File: src/design/bopl_pkg.sv
package bopl_pkg;

  // Default sizing of the bank
  localparam int NUM_LISTS_DEF     = 16;
  localparam int LIST_CAPACITY_DEF = 1024;
  localparam int COORD_BITS_DEF    = 16;

  // Request codes as they arrive on the port
  typedef enum logic [2:0] {
    KIND_APPEND = 3'd0,
    KIND_READ   = 3'd1,
    KIND_WRITE  = 3'd2,
    KIND_INSERT = 3'd3,
    KIND_REMOVE = 3'd4,
    KIND_FIND   = 3'd5,
    KIND_LENGTH = 3'd6,
    KIND_NOP    = 3'd7
  } kind_e;

  // Classified operation handed to the back end
  typedef enum logic [2:0] {
    OP_APPEND,
    OP_READ,
    OP_WRITE,
    OP_INSERT,
    OP_REMOVE,
    OP_FIND,
    OP_LENGTH,
    OP_IGNORE
  } op_e;

  typedef enum logic [2:0] {
    ST_IDLE,
    ST_EXEC,
    ST_READ,
    ST_MOVE,
    ST_DRAIN,
    ST_PLACE,
    ST_SCAN
  } state_e;

  typedef struct packed {
    logic [2:0]  kind;
    logic [3:0]  list_id;
    logic [9:0]  position;
    logic [15:0] coord_x;
    logic [15:0] coord_y;
  } req_t;

  typedef struct packed {
    logic [15:0] point_col;
    logic [15:0] point_row;
    logic        match_found;
    logic [9:0]  match_position;
    logic [10:0] list_length;
    logic        full_refused;
  } res_t;

  typedef struct packed {
    op_e         op;
    logic [3:0]  list_id;
    logic [9:0]  position;
    logic [15:0] coord_x;
    logic [15:0] coord_y;
  } item_t;

  // Queue head as seen by the back end
  typedef struct packed {
    logic  vld;
    item_t item;
  } qhead_t;

endpackage

File: src/design/bopl_front.sv
module bopl_front #(
  parameter int NUM_LISTS = bopl_pkg::NUM_LISTS_DEF
) (
  input  logic              clk_i,
  input  logic              rst_ni,
  input  logic              start,
  output logic              busy,
  input  bopl_pkg::req_t    req_i,
  output bopl_pkg::qhead_t  head_o,
  input  logic              pop_i
);

  bopl_pkg::item_t fifo_q [2];
  logic            wp_q, wp_d, rp_q, rp_d;
  logic [1:0]      fill_q, fill_d;
  logic            push;
  bopl_pkg::item_t cls;

  // Classify the incoming word
  always_comb begin
    cls.list_id  = req_i.list_id;
    cls.position = req_i.position;
    cls.coord_x  = req_i.coord_x;
    cls.coord_y  = req_i.coord_y;
    case (bopl_pkg::kind_e'(req_i.kind))
      bopl_pkg::KIND_APPEND: cls.op = bopl_pkg::OP_APPEND;
      bopl_pkg::KIND_READ:   cls.op = bopl_pkg::OP_READ;
      bopl_pkg::KIND_WRITE:  cls.op = bopl_pkg::OP_WRITE;
      bopl_pkg::KIND_INSERT: cls.op = bopl_pkg::OP_INSERT;
      bopl_pkg::KIND_REMOVE: cls.op = bopl_pkg::OP_REMOVE;
      bopl_pkg::KIND_FIND:   cls.op = bopl_pkg::OP_FIND;
      default:               cls.op = bopl_pkg::OP_LENGTH;
    endcase
    if (32'(req_i.list_id) >= NUM_LISTS) begin
      cls.op = bopl_pkg::OP_IGNORE;
    end
  end

  assign busy = (fill_q == 2'd2);
  assign push = start && !busy;

  // Advance pointers and fill level
  always_comb begin
    wp_d   = push  ? ~wp_q : wp_q;
    rp_d   = pop_i ? ~rp_q : rp_q;
    fill_d = fill_q + 2'(push) - 2'(pop_i);
  end

  always_ff @(posedge clk_i or negedge rst_ni) begin
    if (!rst_ni) begin
      wp_q   <= 1'b0;
      rp_q   <= 1'b0;
      fill_q <= 2'd0;
    end else begin
      wp_q   <= wp_d;
      rp_q   <= rp_d;
      fill_q <= fill_d;
    end
  end

  always_ff @(posedge clk_i) begin
    if (push) begin
      fifo_q[wp_q] <= cls;
    end
  end

  assign head_o.vld  = (fill_q != 2'd0);
  assign head_o.item = fifo_q[rp_q];

endmodule

File: config.mk
export PLATFORM = sky130hd
export DESIGN_NAME = bopl_front
export DESIGN_NICKNAME = d
export VERILOG_FILES = /design/src/design/bopl_pkg.sv /design/src/design/bopl_front.sv
export SDC_FILE = /design/constraint.sdc
export NUM_CORES = 1
export LEC_CHECK = 0
export ABC_AREA = 0
export BUFFER_PORTS_ARGS = -buffer_cell sky130_fd_sc_hd__buf_4
export CAP_MARGIN = 20
export CORE_MARGIN = 10
export CORE_UTILIZATION = 35
export DETAILED_ROUTE_END_ITERATION = 10
export SLEW_MARGIN = 5
export SYNTH_ARGS = -nofsm -noshare
export SYNTH_HDL_FRONTEND = slang
export SYNTH_SLANG_ARGS = --single-unit
export TNS_END_PERCENT = 1
File: constraint.sdc
create_clock -name clk_i -period 5.85 [get_ports clk_i]
set_input_delay 0.8775 -clock clk_i [delete_from_list [all_inputs] [get_ports clk_i]]
set_output_delay 0.8775 -clock clk_i [all_outputs]
set_load 0.02 [all_outputs]
==> flow_summary.json, run 1 <==
{
  "clk_latency_ns": 0.33,
  "die_x_um": 127,
  "outcome": "completed",
  "clkPwrFrac_pct": 23.4,
  "yosys.area.top_type_share_pct": 73.6,
  "gr-total-overflow": 0,
  "sw_frac_of_total_pct": 30.0,
  "max_stage_delay_ns": 1.06,
  "routed_wl_mm": 7.32,
  "ys_async_sr_fraction_pct": 3.92,
  "core_sq_um": 11000,
  "cts_made_buffers": 9,
  "cts_buffer_depth": 2,
  "comb_power_share_pct": 34.7,
  "setup_viol": 0,
  "via_per_inst": 4.41,
  "worst_slack_ns": 3.03,
  "placed_area_sq_um": 4860,
  "cts-root-buf": "clkbuf_16",
  "power_mw": 2.72,
  "syn_area_sq_um": 4000,
  "slowest_stage": "dfrtp_4",
  "grt_pass1_wl_mm": 11.2,
  "cap_viol_max_count": 0,
  "place_inst": 410,
  "fin_util_pct": 47.0,
  "p_switching_mw": 0.816,
  "synth_edf_count": 98,
  "drv_slew": 0,
  "seq_area_frac_synth_pct": 76.1,
  "final_cell_area_sq_um": 5180,
  "path_clk_slew_ns": 0.06,
  "drt_iter0_markers": 63,
  "cts_tree": "yes",
  "drcViolationCount": 0,
  "fin_skew_ns": 0.00630,
  "yosysUniqueCellTypes": 16,
  "drtAntennaViolNets": 0,
  "drt-pass1-iter-count": 4,
  "finalCritPeriodShare_pct": 48.2,
  "design.die.area_sq_um": 16100,
  "wire_per_inst_um": 17.2,
  "antennaDiodeCount": 0,
  "numClockSinks": 102,
  "crit_family": "flip-flops",
  "start_kind": "flop",
  "critPathBufInv": 1,
  "grt_usage_pct": 8.81,
  "finalSetupTns_ns": 0,
  "ys_ff_latch": 102,
  "syn_nets": 228,
  "rows": 38,
  "portBuffers": 103,
  "die_h_um": 127,
  "yosysTopAreaCell": "edfxtp_1",
  "synth_common_cells": "edfxtp_1 (98), mux2_4 (49), buf_12 (5)",
  "whs_ns": 0.332,
  "rsz0062_at_grt": "false",
  "ctsHtreeMaxLevel": 3,
  "clock.fmax_ghz": 0.355,
  "gp_congestion": 0.669,
  "synthCells": 173,
  "p_per_area_nw_per_um2": 525,
  "arrival_ns": 1.94,
  "dp_hpwl_mm": 5.07,
  "finalHoldViolCount": 0,
  "post_cts_buffers": 0,
  "avgSynthCellArea_sq_um": 23.1,
  "grt_start_max_net_pins": 51,
  "criticalPathCategory": "flop to primary output",
  "post-place-ws_ns": 3.27,
  "hp-class": "input pin to asynchronous set/reset pin",
  "drive_above_1_share_pct": 60.1,
  "crit_path_end_kind": "primary output",
  "start_util_pct": 36.3,
  "p_seq_share_pct": 41.9,
  "leakagePower_nw": 2.08,
  "ir_worst_vdd_v": 0.000433,
  "yosysMostFrequentCell": "edfxtp_1",
  "final_cells": 426,
  "ioPinCount": 104,
  "intPower_mw": 1.90,
  "antenna_found_initial": 0,
  "synth_ff_type": "edfxtp_1",
  "hold_buffers": 0,
  "yosys-top-cells-area": "edfxtp_1 (74%), mux2_4 (18%), buf_12 (2.5%)",
  "grt_pass1_vias": 2086,
  "vias": 1879,
  "period_minus_slack_ns": 2.82,
  "nets": 336,
  "path_max_fanout": 50,
  "post_cts_resized": 0,
  "ys_warn_count": 0,
  "crit_required_ns": 4.97,
  "crit_chain": "mux2_4 > buf_4",
  "worst_pin_slew_ns": 0.964,
  "syn2layout_area_growth_pct": 29.6,
  "max_slew_margin_pct": 35.8
}
==> sequential cells by signal, summed over array words and instances (netlist names) <==
| name | flops |
|---|---|
| fill_q | 2 |
| fifo_q | 98 |
| wp_q | 1 |
| rp_q | 1 |
==> area by class of cell <==
class / count / area, sq um
tap: 140 / 175
sequential: 102 / 3050
timing repair buffer: 105 / 788
clock buffer: 13 / 260
fill: 960 / 5850
clock inverter: 3 / 67.6
multi-input combinational: 61 / 838
inverter: 2 / 7.51
==> layer usage <==
layer | global-route usage [%] | routed length (um) | vias up
met5 | 0 | 0 | -
met3 | 4.37 | 550 | 5
met1 | 10.9 | 3320 | 922
met4 | 2.21 | 45 | 0
met2 | 13.4 | 3400 | 68
li1 | - | - | 884
==> layout by cell type, fill, tap and decap left out <==
cell type   instances
xnor2_1             3
clkbuf_1            2
a21boi_0            1
dfrtp_4             1
or2_2               1
nor2_4              1
clkbuf_16           9
bufinv_16           2
clkinvlp_4          1
buf_4             105
ha_1                2
edfxtp_1           98
clkbuf_8            2
and3_2              1
nand2_1             1
inv_1               2
dfrtp_1             3
xor2_1              1
nand2b_1            1
mux2_4             49
==> power groups by stage <==
stage / combinational (mW) / clock [mW] / sequential [mW]
floorplan: 0.761 / 0 / 1.06
global placement: 0.963 / 0 / 1.15
detailed placement: 0.963 / 0 / 1.16
CTS: 0.966 / 0.653 / 1.15
global route: 1.01 / 0.685 / 1.17
finish: 0.943 / 0.637 / 1.14
==> worst paths after layout <==
check                      slack, ns                 from                 endpoint  depth (start not counted)
setup / recovery                3.03     rp_q$_DFFE_PN0P_               head_o[23]                          2
hold / removal                  0.33               rst_ni      fill_q[0]$_DFF_PN0_                          1
setup reg to reg                3.74  fill_q[1]$_DFF_PN0_  fifo_q[0][38]$_DFFE_PP_                          4
hold reg to reg                 0.49  fill_q[1]$_DFF_PN0_      fill_q[1]$_DFF_PN0_                          1
max in group asynchronous       5.40               rst_ni         rp_q$_DFFE_PN0P_                          1
min in group clk_i              0.49  fill_q[1]$_DFF_PN0_      fill_q[1]$_DFF_PN0_                          1
==> cell families after synthesis <==
family	after synthesis	synth area share, %
flip-flops	102	76.1
multiplexers	49	18.4
AO/OA/AOI/OAI	1	0.188
adder cells (fa/ha/maj)	2	0.626
XOR/XNOR	4	0.876
AND/OR/NAND/NOR	5	0.657
buffers and inverters	10	3.16
(Power assumes the default switching activity.)
==> run 2: changes to the inputs <==
Clock period 5.85 ns to 2.66 ns, I/O delays scaled along.
==> run 2 against run 1 <==
Utilization increased by 0.25 points; count of clock-buffer cells in the layout unchanged; worst hold slack lost 0.083 ns; non-clock buffer count grew 4; via count up 0.53%; sequential power up 100%; critical path depth increased by 1; sequential cell count is the same; clock skew is 0.0022 ns lower; die area did not move; wire length fell by 1.2%; setup slack worse by 2.5 ns; critical path type unchanged.
==> flow_summary.json, run 2 (synthesis gave the netlist of run 1 again) <==
{
  "outcome": "completed",
  "final_common_cell": "buf_4",
  "ff2ff_path_depth": 7,
  "timing.rr.start": "fill_q[1]$_DFF_PN0_",
  "grt_pass1_vias": 2083,
  "drv_slew": 0,
  "ctsHtreeMaxLevel": 3,
  "hold_buffers": 1,
  "top_register": "fifo_q",
  "vias": 1889,
  "start_util_pct": 36.3,
  "largest_reg_flops": 98,
  "cts-root-buf": "clkbuf_16",
  "die_x_um": 127,
  "setup_viol": 0,
  "start_kind": "flop",
  "leakagePower_nw": 2.08,
  "drive_above_1_share_pct": 59.7,
  "r2r-end": "fill_q[1]$_DFF_PN0_",
  "p_per_area_nw_per_um2": 1130,
  "rsz0062_at_grt": "false",
  "max_slew_margin_pct": 78.0,
  "grt_usage_pct": 9.01,
  "cts_buffer_depth": 2,
  "core_sq_um": 11000,
  "numClockSinks": 102,
  "die_h_um": 127,
  "hp-class": "input pin to flop",
  "clock.fmax_ghz": 0.472,
  "fin_skew_ns": 0.00412,
  "syn2layout_area_growth_pct": 30.3,
  "layout_common_cells": "buf_4 (105), edfxtp_1 (98), mux2_4 (49)",
  "rows": 38,
  "antenna_found_initial": 0,
  "criticalPathCategory": "flop to primary output",
  "cts_made_buffers": 9,
  "drt_iter0_markers": 82,
  "num-fill-cells": 956,
  "min-delay-start": "req_i[40]",
  "ir_worst_vdd_v": 0.000515,
  "arrival_ns": 1.72,
  "crit_path_end_kind": "primary output",
  "gp_congestion": 0.666,
  "regArea_sq_um": 3050,
  "nets": 340,
  "grt_pass1_wl_mm": 11.3,
  "wire_per_inst_um": 16.8,
  "post_cts_buffers": 0,
  "via_per_inst": 4.39,
  "grt_start_max_net_pins": 45,
  "finalSetupTns_ns": 0,
  "path_clk_slew_ns": 0.06,
  "cap_viol_max_count": 0,
  "hold_end": "fifo_q[1][40]$_DFFE_PP_",
  "cts_tree": "yes",
  "portBuffers": 103,
  "drt-pass1-iter-count": 4,
  "r2r_slack_ns": 1.11,
  "post_cts_resized": 0,
  "period_minus_slack_ns": 2.12,
  "antennaDiodeCount": 0,
  "gr-total-overflow": 0,
  "ioPinCount": 104,
  "whs_path_depth": 1,
  "whs_ns": 0.248,
  "crit_required_ns": 2.26,
  "top_regs": "fifo_q: 98 flops, fill_q: 2 flops",
  "routed_wl_mm": 7.23,
  "finalHoldViolCount": 0,
  "design.die.area_sq_um": 16100,
  "drcViolationCount": 0,
  "worst_pin_slew_ns": 0.330,
  "clk_latency_ns": 0.33,
  "path_max_fanout": 18,
  "finalCritPeriodShare_pct": 79.6,
  "multiInputGateArea_sq_um": 838,
  "drtAntennaViolNets": 0
}
-- run 2: final cells by class --
type	count	share of cell area [%]
Tap cell	140	3.36
Timing Repair Buffer	109	16.5
Sequential cell	102	58.5
Inverter	2	0.144
Clock buffer	13	4.61
Multi-Input combinational cell	61	16.1
Clock inverter	3	0.864
-- run 2: per-stage QoR --
stage	setup WS [ns]	util, %	instances	total power [mW]	instance area (sq um)
after floorplan	0.374	-	173	3.99	4000
after global placement	0.888	44.6	413	4.72	4920
after detailed placement	0.873	44.6	413	4.75	4920
after CTS	0.507	47.2	430	6.02	5210
after global routing	0.468	47.2	430	6.21	5210
final	0.542	47.2	430	5.89	5210
-- run 2: worst max path at each step --
stage | endpoint | start | cells past startpoint
2_1_floorplan | fifo_q[0][0]$_DFFE_PP_ | fill_q[1]$_DFF_PN0_ | 3
3_3_place_gp | head_o[19] | rp_q$_DFFE_PN0P_ | 3
3_5_place_dp | head_o[19] | rp_q$_DFFE_PN0P_ | 3
4_1_cts | head_o[19] | rp_q$_DFFE_PN0P_ | 3
5_1_grt | head_o[32] | rp_q$_DFFE_PN0P_ | 3
6_report | head_o[35] | rp_q$_DFFE_PN0P_ | 3
-- run 2: per-layer routing --
layer	GRT usage [%]	wire length (um)	vias up
met1	10.2	3000	923
met3	4.21	603	8
met2	14.6	3540	64
li1	-	-	894
met4	3.22	85	0
met5	0	0	-
-- run 2: power by group --
part / internal [mW] / total [mW] / switching, mW
Combinational: 1.16 / 2.31 / 1.16
Sequential: 2.20 / 2.33 / 0.130
Clock: 0.730 / 1.24 / 0.513
-- run 2: worst max-delay path: stages (launching register included) --
cell,delay (ns)
dfrtp_4,0.53
buf_4,0.35
mux2_4,0.33
buf_4,0.16
